--- src/c6502eu_pkg.sv ---
// Package for the 6502 execute unit: opcode codes, field codes and flag positions.
package c6502eu_pkg;

  // Opcode groups (bits 7:5) for the ALU column
  localparam logic [2:0] GRP_ORA = 3'd0;
  localparam logic [2:0] GRP_AND = 3'd1;
  localparam logic [2:0] GRP_EOR = 3'd2;
  localparam logic [2:0] GRP_ADC = 3'd3;
  localparam logic [2:0] GRP_STA = 3'd4;
  localparam logic [2:0] GRP_LDA = 3'd5;
  localparam logic [2:0] GRP_CMP = 3'd6;
  localparam logic [2:0] GRP_SBC = 3'd7;

  // Shift groups share the same field
  localparam logic [2:0] GRP_ASL = 3'd0;
  localparam logic [2:0] GRP_LSR = 3'd2;

  // Addressing forms (bits 4:2)
  localparam logic [2:0] MODE_IMM  = 3'd2;
  localparam logic [2:0] MODE_ZP   = 3'd1;
  localparam logic [2:0] MODE_ABS  = 3'd3;
  localparam logic [2:0] MODE_ZPX  = 3'd5;
  localparam logic [2:0] MODE_ABSX = 3'd7;

  // Column codes (bits 1:0)
  localparam logic [1:0] COL_ALU   = 2'b01;
  localparam logic [1:0] COL_SHIFT = 2'b10;

  // Branch pattern in bits 4:0
  localparam logic [4:0] BRANCH_LOW = 5'b10000;

  // Branch flag select (bits 7:6)
  localparam logic [1:0] BSEL_N = 2'd0;
  localparam logic [1:0] BSEL_V = 2'd1;
  localparam logic [1:0] BSEL_C = 2'd2;
  localparam logic [1:0] BSEL_Z = 2'd3;

  // Single opcodes
  localparam logic [7:0] OP_BIT_ZP  = 8'h24;
  localparam logic [7:0] OP_BIT_ABS = 8'h2C;
  localparam logic [7:0] OP_TAX     = 8'hAA;
  localparam logic [7:0] OP_INX     = 8'hE8;
  localparam logic [7:0] OP_INY     = 8'hC8;
  localparam logic [7:0] OP_NOP     = 8'hEA;
  localparam logic [7:0] OP_BRK     = 8'h00;

  // Status bit positions
  localparam int unsigned FLAG_C = 0;
  localparam int unsigned FLAG_Z = 1;
  localparam int unsigned FLAG_V = 6;
  localparam int unsigned FLAG_N = 7;

endpackage

--- src/c6502eu_if.sv ---
// Request and result channel interfaces of the 6502 execute unit.
interface c6502eu_in_if;
  logic        valid;
  logic        ready;
  logic [7:0]  opcode;
  logic [7:0]  operand;
  logic [15:0] pc_after;

  modport source (output valid, output opcode, output operand, output pc_after, input ready);
  modport sink   (input valid, input opcode, input operand, input pc_after, output ready);
endinterface

interface c6502eu_out_if;
  logic        valid;
  logic        ready;
  logic [7:0]  a_out;
  logic [7:0]  x_out;
  logic [7:0]  y_out;
  logic [7:0]  p_out;
  logic        write_enable;
  logic [7:0]  write_data;
  logic [15:0] next_pc;
  logic        halted;
  logic        illegal;

  modport source (output valid, output a_out, output x_out, output y_out, output p_out,
                  output write_enable, output write_data, output next_pc,
                  output halted, output illegal, input ready);
  modport sink   (input valid, input a_out, input x_out, input y_out, input p_out,
                  input write_enable, input write_data, input next_pc,
                  input halted, input illegal, output ready);
endinterface

--- src/cpu_6502_execute_unit.sv ---
// 6502 execute unit: input register, single-pass execute logic, result register.
// A request waits in the input register until the result register is free or being
// drained. It takes one request per cycle while the receiver takes results; the execute
// logic between the two registers updates A, X, Y and P as the request moves on.
// Reset clears A, X, Y, P and both valid bits; payload registers are not reset.
module cpu_6502_execute_unit (
  input  logic             clk_i,
  input  logic             rst_ni,
  c6502eu_in_if.sink       req_i,
  c6502eu_out_if.source    rsp_o
);

  // Input stage
  logic        in_vld_q;
  logic [7:0]  op_q;
  logic [7:0]  opd_q;
  logic [15:0] pc_q;

  // Architectural state
  logic [7:0] a_q, a_d;
  logic [7:0] x_q, x_d;
  logic [7:0] y_q, y_d;
  logic [7:0] p_q, p_d;

  // Result register
  logic        out_vld_q;
  logic        we_q, we_d;
  logic [7:0]  wd_q, wd_d;
  logic [15:0] npc_q, npc_d;
  logic        halt_q, halt_d;
  logic        bad_q, bad_d;

  logic advance;

  // Input stage moves on when the result register is free or being drained
  assign advance     = in_vld_q && (!out_vld_q || rsp_o.ready);
  assign req_i.ready = !in_vld_q || advance;

  always_ff @(posedge clk_i or negedge rst_ni) begin
    if (!rst_ni) begin
      in_vld_q <= 1'b0;
    end else if (req_i.ready) begin
      in_vld_q <= req_i.valid;
    end
  end

  always_ff @(posedge clk_i) begin
    if (req_i.ready && req_i.valid) begin
      op_q  <= req_i.opcode;
      opd_q <= req_i.operand;
      pc_q  <= req_i.pc_after;
    end
  end

  // Execute logic
  always_comb begin
    logic [2:0] grp;
    logic [2:0] mode;
    logic [7:0] addend;
    logic [8:0] sum;
    logic [7:0] src;
    logic [7:0] shres;
    logic [7:0] res;
    logic       flag;
    logic       taken;
    grp    = op_q[7:5];
    mode   = op_q[4:2];
    addend = (grp == c6502eu_pkg::GRP_SBC) ? ~opd_q : opd_q;
    sum    = {1'b0, a_q} + {1'b0, addend} + {8'd0, p_q[c6502eu_pkg::FLAG_C]};
    src    = (mode == c6502eu_pkg::MODE_IMM) ? a_q : opd_q;
    shres  = (grp == c6502eu_pkg::GRP_ASL) ? {src[6:0], 1'b0} : {1'b0, src[7:1]};
    res    = 8'd0;
    flag   = 1'b0;
    taken  = 1'b0;

    a_d    = a_q;
    x_d    = x_q;
    y_d    = y_q;
    p_d    = p_q;
    we_d   = 1'b0;
    wd_d   = 8'd0;
    npc_d  = pc_q;
    halt_d = 1'b0;
    bad_d  = 1'b0;

    if (op_q[1:0] == c6502eu_pkg::COL_ALU
        && !(grp == c6502eu_pkg::GRP_STA && mode == c6502eu_pkg::MODE_IMM)
        && grp != c6502eu_pkg::GRP_CMP) begin
      // ALU column
      case (grp)
        c6502eu_pkg::GRP_ORA: res = a_q | opd_q;
        c6502eu_pkg::GRP_AND: res = a_q & opd_q;
        c6502eu_pkg::GRP_EOR: res = a_q ^ opd_q;
        c6502eu_pkg::GRP_LDA: res = opd_q;
        c6502eu_pkg::GRP_STA: res = a_q;
        default: begin
          // ADC and SBC
          res = sum[7:0];
          p_d[c6502eu_pkg::FLAG_C] = sum[8];
          p_d[c6502eu_pkg::FLAG_V] = ~(a_q[7] ^ addend[7]) & (a_q[7] ^ sum[7]);
        end
      endcase
      if (grp == c6502eu_pkg::GRP_STA) begin
        we_d = 1'b1;
        wd_d = a_q;
      end else begin
        a_d = res;
        p_d[c6502eu_pkg::FLAG_Z] = (res == 8'd0);
        p_d[c6502eu_pkg::FLAG_N] = res[7];
      end
    end else if (op_q[1:0] == c6502eu_pkg::COL_SHIFT
                 && (grp == c6502eu_pkg::GRP_ASL || grp == c6502eu_pkg::GRP_LSR)
                 && (mode == c6502eu_pkg::MODE_ZP || mode == c6502eu_pkg::MODE_IMM
                     || mode == c6502eu_pkg::MODE_ABS || mode == c6502eu_pkg::MODE_ZPX
                     || mode == c6502eu_pkg::MODE_ABSX)) begin
      // ASL / LSR, accumulator form uses the immediate slot
      p_d[c6502eu_pkg::FLAG_C] = (grp == c6502eu_pkg::GRP_ASL) ? src[7] : src[0];
      p_d[c6502eu_pkg::FLAG_Z] = (shres == 8'd0);
      p_d[c6502eu_pkg::FLAG_N] = shres[7];
      if (mode == c6502eu_pkg::MODE_IMM) begin
        a_d = shres;
      end else begin
        we_d = 1'b1;
        wd_d = shres;
      end
    end else if (op_q[4:0] == c6502eu_pkg::BRANCH_LOW) begin
      // Conditional branches
      case (op_q[7:6])
        c6502eu_pkg::BSEL_N: flag = p_q[c6502eu_pkg::FLAG_N];
        c6502eu_pkg::BSEL_V: flag = p_q[c6502eu_pkg::FLAG_V];
        c6502eu_pkg::BSEL_C: flag = p_q[c6502eu_pkg::FLAG_C];
        default:             flag = p_q[c6502eu_pkg::FLAG_Z];
      endcase
      taken = op_q[5] ? flag : !flag;
      if (taken) begin
        npc_d = pc_q + {{8{opd_q[7]}}, opd_q};
      end
    end else if (op_q == c6502eu_pkg::OP_BIT_ZP || op_q == c6502eu_pkg::OP_BIT_ABS) begin
      p_d[c6502eu_pkg::FLAG_Z] = ((a_q & opd_q) == 8'd0);
      p_d[c6502eu_pkg::FLAG_N] = opd_q[7];
      p_d[c6502eu_pkg::FLAG_V] = opd_q[6];
    end else if (op_q == c6502eu_pkg::OP_TAX) begin
      x_d = a_q;
      p_d[c6502eu_pkg::FLAG_Z] = (a_q == 8'd0);
      p_d[c6502eu_pkg::FLAG_N] = a_q[7];
    end else if (op_q == c6502eu_pkg::OP_INX) begin
      x_d = x_q + 8'd1;
      p_d[c6502eu_pkg::FLAG_Z] = (x_d == 8'd0);
      p_d[c6502eu_pkg::FLAG_N] = x_d[7];
    end else if (op_q == c6502eu_pkg::OP_INY) begin
      y_d = y_q + 8'd1;
      p_d[c6502eu_pkg::FLAG_Z] = (y_d == 8'd0);
      p_d[c6502eu_pkg::FLAG_N] = y_d[7];
    end else if (op_q == c6502eu_pkg::OP_NOP) begin
      // nothing changes
    end else if (op_q == c6502eu_pkg::OP_BRK) begin
      halt_d = 1'b1;
    end else begin
      bad_d = 1'b1;
    end
  end

  // State and result valid
  always_ff @(posedge clk_i or negedge rst_ni) begin
    if (!rst_ni) begin
      a_q       <= 8'd0;
      x_q       <= 8'd0;
      y_q       <= 8'd0;
      p_q       <= 8'd0;
      out_vld_q <= 1'b0;
    end else begin
      if (advance) begin
        a_q <= a_d;
        x_q <= x_d;
        y_q <= y_d;
        p_q <= p_d;
      end
      if (!out_vld_q || rsp_o.ready) begin
        out_vld_q <= in_vld_q;
      end
    end
  end

  // Result payload
  always_ff @(posedge clk_i) begin
    if (advance) begin
      we_q   <= we_d;
      wd_q   <= wd_d;
      npc_q  <= npc_d;
      halt_q <= halt_d;
      bad_q  <= bad_d;
    end
  end

  // The result register holds the post-instruction state; state only moves on advance
  logic [7:0] ra_q, rx_q, ry_q, rp_q;
  always_ff @(posedge clk_i) begin
    if (advance) begin
      ra_q <= a_d;
      rx_q <= x_d;
      ry_q <= y_d;
      rp_q <= p_d;
    end
  end

  assign rsp_o.valid        = out_vld_q;
  assign rsp_o.a_out        = ra_q;
  assign rsp_o.x_out        = rx_q;
  assign rsp_o.y_out        = ry_q;
  assign rsp_o.p_out        = rp_q;
  assign rsp_o.write_enable = we_q;
  assign rsp_o.write_data   = wd_q;
  assign rsp_o.next_pc      = npc_q;
  assign rsp_o.halted       = halt_q;
  assign rsp_o.illegal      = bad_q;

endmodule

--- src/flat_wrapper.sv ---
// flat-port wrapper written by rule: the top's interface ports become plain ports
module cpu_6502_execute_unit_flat 
  (clk_i, rst_ni, req_i_valid, req_i_opcode, req_i_operand, req_i_pc_after, req_i_ready, rsp_o_valid, rsp_o_a_out, rsp_o_x_out, rsp_o_y_out, rsp_o_p_out, rsp_o_write_enable, rsp_o_write_data, rsp_o_next_pc, rsp_o_halted, rsp_o_illegal, rsp_o_ready);
  c6502eu_in_if req_i_i ();
  c6502eu_out_if rsp_o_i ();
  input  logic clk_i;
  input  logic rst_ni;
  input wire logic [$bits(req_i_i.valid)-1:0] req_i_valid;
  input wire logic [$bits(req_i_i.opcode)-1:0] req_i_opcode;
  input wire logic [$bits(req_i_i.operand)-1:0] req_i_operand;
  input wire logic [$bits(req_i_i.pc_after)-1:0] req_i_pc_after;
  output wire logic [$bits(req_i_i.ready)-1:0] req_i_ready;
  output wire logic [$bits(rsp_o_i.valid)-1:0] rsp_o_valid;
  output wire logic [$bits(rsp_o_i.a_out)-1:0] rsp_o_a_out;
  output wire logic [$bits(rsp_o_i.x_out)-1:0] rsp_o_x_out;
  output wire logic [$bits(rsp_o_i.y_out)-1:0] rsp_o_y_out;
  output wire logic [$bits(rsp_o_i.p_out)-1:0] rsp_o_p_out;
  output wire logic [$bits(rsp_o_i.write_enable)-1:0] rsp_o_write_enable;
  output wire logic [$bits(rsp_o_i.write_data)-1:0] rsp_o_write_data;
  output wire logic [$bits(rsp_o_i.next_pc)-1:0] rsp_o_next_pc;
  output wire logic [$bits(rsp_o_i.halted)-1:0] rsp_o_halted;
  output wire logic [$bits(rsp_o_i.illegal)-1:0] rsp_o_illegal;
  input wire logic [$bits(rsp_o_i.ready)-1:0] rsp_o_ready;
  assign req_i_i.valid = req_i_valid;
  assign req_i_i.opcode = req_i_opcode;
  assign req_i_i.operand = req_i_operand;
  assign req_i_i.pc_after = req_i_pc_after;
  assign req_i_ready = req_i_i.ready;
  assign rsp_o_valid = rsp_o_i.valid;
  assign rsp_o_a_out = rsp_o_i.a_out;
  assign rsp_o_x_out = rsp_o_i.x_out;
  assign rsp_o_y_out = rsp_o_i.y_out;
  assign rsp_o_p_out = rsp_o_i.p_out;
  assign rsp_o_write_enable = rsp_o_i.write_enable;
  assign rsp_o_write_data = rsp_o_i.write_data;
  assign rsp_o_next_pc = rsp_o_i.next_pc;
  assign rsp_o_halted = rsp_o_i.halted;
  assign rsp_o_illegal = rsp_o_i.illegal;
  assign rsp_o_i.ready = rsp_o_ready;
  cpu_6502_execute_unit u_core (.clk_i(clk_i), .rst_ni(rst_ni), .req_i(req_i_i), .rsp_o(rsp_o_i));
endmodule
--- config.mk ---
export PLATFORM = sky130hd
export DESIGN_NAME = cpu_6502_execute_unit_flat
export DESIGN_NICKNAME = d
export VERILOG_FILES = /design/src/c6502eu_pkg.sv /design/src/c6502eu_if.sv /design/src/cpu_6502_execute_unit.sv /design/src/flat_wrapper.sv
export SDC_FILE = /design/constraint.sdc
export NUM_CORES = 1
export LEC_CHECK = 0
export BUFFER_PORTS_ARGS = -buffer_cell sky130_fd_sc_hd__clkbuf_2
export CORE_MARGIN = 5
export CORE_UTILIZATION = 59
export CTS_CLUSTER_SIZE = 10
export DETAILED_ROUTE_END_ITERATION = 16
export GPL_TIMING_DRIVEN = 1
export PLACE_DENSITY = 0.78
export SYNTH_ARGS = -nofsm -noshare
export SYNTH_HDL_FRONTEND = slang
export SYNTH_SLANG_ARGS = --single-unit
export TNS_END_PERCENT = 100
--- constraint.sdc ---
create_clock -name clk_i -period 4.1 [get_ports clk_i]
set_clock_uncertainty 0.05 [all_clocks]
set_input_delay 0 -clock clk_i [delete_from_list [all_inputs] [get_ports clk_i]]
set_output_delay 0 -clock clk_i [all_outputs]
set_load 0.03 [all_outputs]
==> metrics <==
synthesized flop and latch total between 100 and 150; number of fillers in the final layout approximately 860; Worst EP arrival slightly above 4 ns; register share of total power 37.6%; Clock Power Share 33.5%; initial core utilization 60.4%; Synth Instances a little over 700; Least-Margin Pin Slew roughly 1.0 ns; initial antenna violation count 0; layout cells sized above 1 about a fifth; Setup CP Type flop to flop; leak pwr between 3 and 4 nW; RSZ-0062 raised after global routing false; EDFF count, synth 87; Fin. Hold Viols 0; max-slew violation count 0; PortBufs 92; Starting DRT DRC Count between 700 and 800; clock slew at reported path FFs about 0.06 ns; fmax about 0.26 GHz; post-layout min period ~3.8 ns; clock root buffer clkbuf_16; vias in the first global route approximately 6100; Post-Syn Area ~7300 µm²; remaining antenna violation count after routing 0; Final Setup Violations 0; via-per-instance ratio around 6.3; Max-Slew Margin vs Limit ~31%; YS warnings 0; top_reg_cell synth edfxtp_1; first-pass GRT wire length roughly 33 mm; final-stage net count 911; drt pass-1 iters 6; DIE AREA approximately 15000 µm²; Required @ worst endpoint 4.31 ns; Remaining DRCs 0; VDD IR max between 200 and 300 µV; delay of the slowest cell on the worst path approximately 0.58 ns; Sw Share 34.0%; DPL Wire Length approximately 15 mm; io pins between 90 and 100; period utilization between 90 and 100%; PwrDens roughly 520 nW/µm²; area of the core roughly 12000 µm²; Placed Cells just over 900; Die W approximately 120 µm; largest net degree at the start of global routing 63; setup TNS 0 ns; slowest library cell on the worst path and3_1; Max Cap Viol 0; Overflow after GRT 0; Routed WL between 20 and 25 mm; P&R area growth vs syn 20.8%; Int Power 3.03 mW; CTS tree yes; Yosys cell types between 70 and 80; Die Y about 120 µm; Post-Place Cell Area about 7800 µm²; crit path launch type flop; Via Count approximately 6200; P_sw approximately 1.6 mW; post-cts sizing count 0; Layout Cell Area excl Fill ~8800 µm²; Hold WC Path Type input pin to asynchronous set/reset pin; Antenna Cells 0; Rows 40; clk_lat worst skew 0.42 ns; fin cells just under 1000; combinational power share about 29%; maximum clock insertion buffer count 2; nature of the critical path endpoint flop; Num CTS Buffers 17; GRT Overall Usage between 30% and 40%; # clock sinks between 100 and 150; CP Max Fanout 11; sequential fraction of the synthesis area approximately 46%; wire length per cell 21.4 µm; worst-path cell chain and3_1, xnor2_1, fa_1, inv_1, fa_1, nor2b_1, o21ai_0, a21boi_0, o221ai_1, and3_1, or3_1, or3_1, a32oi_1; asr flop ratio synth around 26%; CTS H-tree depth 4; GPL Wtd Cong ~0.97; synthesized area per cell between 10 and 15 µm²; status finished clean
[cell usage after synthesis, drive strengths merged (5+ instances only)]
cell	instances	share of area (%)
nand3	14	0.97
nand4	5	0.43
buf	22	2.1
o22ai	7	0.60
nor2b	6	0.52
inv	31	1.6
a21oi	40	2.8
and3	8	0.69
o221a	7	1.1
nor4	8	0.69
nor2	47	2.5
dfrtp	30	10
o21ai	50	3.5
xor2	16	1.9
a31oi	10	0.86
xnor2	26	3.1
nor3b	6	0.69
and2	6	0.52
a211oi	5	0.52
o211ai	10	1.0
nand2	85	4.4
ha	42	7.2
clkbuf	19	0.98
nor3	15	1.2
mux2	20	3.1
edfxtp	87	36
o31ai	5	0.52
or3	7	0.60
nand2b	8	0.69
[cell type report]
type | count | area [µm²] | share of cell area [%]
clock buffers | 24 | 492 | 5.61
clock inverters | 8 | 123 | 1.40
inverters | 31 | 116 | 1.33
multi-input cells | 523 | 3560 | 40.6
flip-flops and latches | 117 | 3360 | 38.4
well taps | 147 | 184 | 2.10
repair buffers | 140 | 923 | 10.5
[power by group through the flow]
stage	clock, mW	sequential [mW]	combinational [mW]
2_1_floorplan	0	1.76	0.823
3_3_place_gp	0	1.73	1.24
3_5_place_dp	0	1.73	1.27
4_1_cts	1.55	1.71	1.31
5_1_grt	1.61	1.74	1.45
6_report	1.54	1.72	1.33
[per-layer routing]
metal	global-route usage (%)	vias up	part of all wire, %
met5	0	-	0
li1	-	2857	-
met2	47.8	341	47
met4	13.0	0	3.5
met3	6.43	67	8.8
met1	39.7	2949	40
[cell families after synthesis]
family                   Yosys count  synth area share [%]
AO/OA/AOI/OAI                    176                  15.9
flip-flops                       117                  46.4
XOR/XNOR                          42                  5.07
AND/OR/NAND/NOR                  230                  15.6
adder cells (fa/ha/maj)           45                  8.08
buffers and inverters             72                  4.66
other                              1                0.0517
multiplexers                      26                  4.28
[registers in the layout, summed over array words and instances, names as in the netlist, 4 cells and up]
signal	cells
u_core.pc_q	16
u_core.rsp_o.next_pc	16
u_core.a_q	8
u_core.op_q	8
u_core.opd_q	8
u_core.rsp_o.a_out	8
u_core.rsp_o.write_data	8
u_core.rsp_o.x_out	8
u_core.rsp_o.y_out	8
u_core.x_q	8
u_core.y_q	8
u_core.p_q	4
u_core.rsp_o.p_out	4
[worst max-delay path: cells and delay by family, from the launching register on]
family / cells / cell delay, ns
and+or+nand+nor: 5 / 1.62
DFF: 1 / 0.36
AOI/OAI and AO/OA: 4 / 0.70
xor gates and xnor gates: 1 / 0.22
adders and majority gates: 2 / 0.65
buffers and inverters: 1 / 0.06
[placed cells by master, fill, tap and decap left out, types with 14 or more instances in the layout]
cell type	synthesis	layout
a21oi_1	40	40
clkbuf_16	0	17
clkbuf_2	0	92
dfrtp_1	30	30
dlygate4sd3_1	0	36
edfxtp_1	87	87
ha_1	42	42
inv_1	30	30
mux2_2	20	20
nand2_1	84	84
nand3_1	14	14
nor2_1	45	45
o21ai_0	48	48
xnor2_1	26	26
xor2_1	16	16
[repair_timing]
action                    in CTS  in global routing
hold endpoints to repair      64                  0
hold buffers                  36                  0
buffers inserted               0                  0
[worst paths after layout]
check	startpoint	slack [ns]	cells past startpoint	endpoint
worst min-delay path	rst_ni	0.19	2	u_core.a_q[0]
worst max-delay path	u_core.op_q[5]	0.28	13	u_core.rsp_o.p_out[1]
worst max register to register	u_core.op_q[5]	0.28	13	u_core.rsp_o.p_out[1]
max in group asynchronous	rst_ni	3.26	2	u_core.in_vld_q
worst min register to register	u_core.in_vld_q	0.46	1	u_core.rsp_o.valid
min in group clk_i	req_i_opcode[1]	0.24	2	u_core.op_q[1]
[through the flow]
step	util [%]	setup slack, ns	power (mW)	hold WS [ns]
after detailed placement	64.8	0.341	3.01	0.117
after global routing	72.9	0.0246	4.80	0.241
after global placement	64.8	0.447	2.97	0.106
final	72.9	0.276	4.59	0.192
after CTS	72.9	0.313	4.57	0.213
after floorplan	-	0.669	2.58	-0.346
Note: power is estimated with default switching activity, not from simulation.
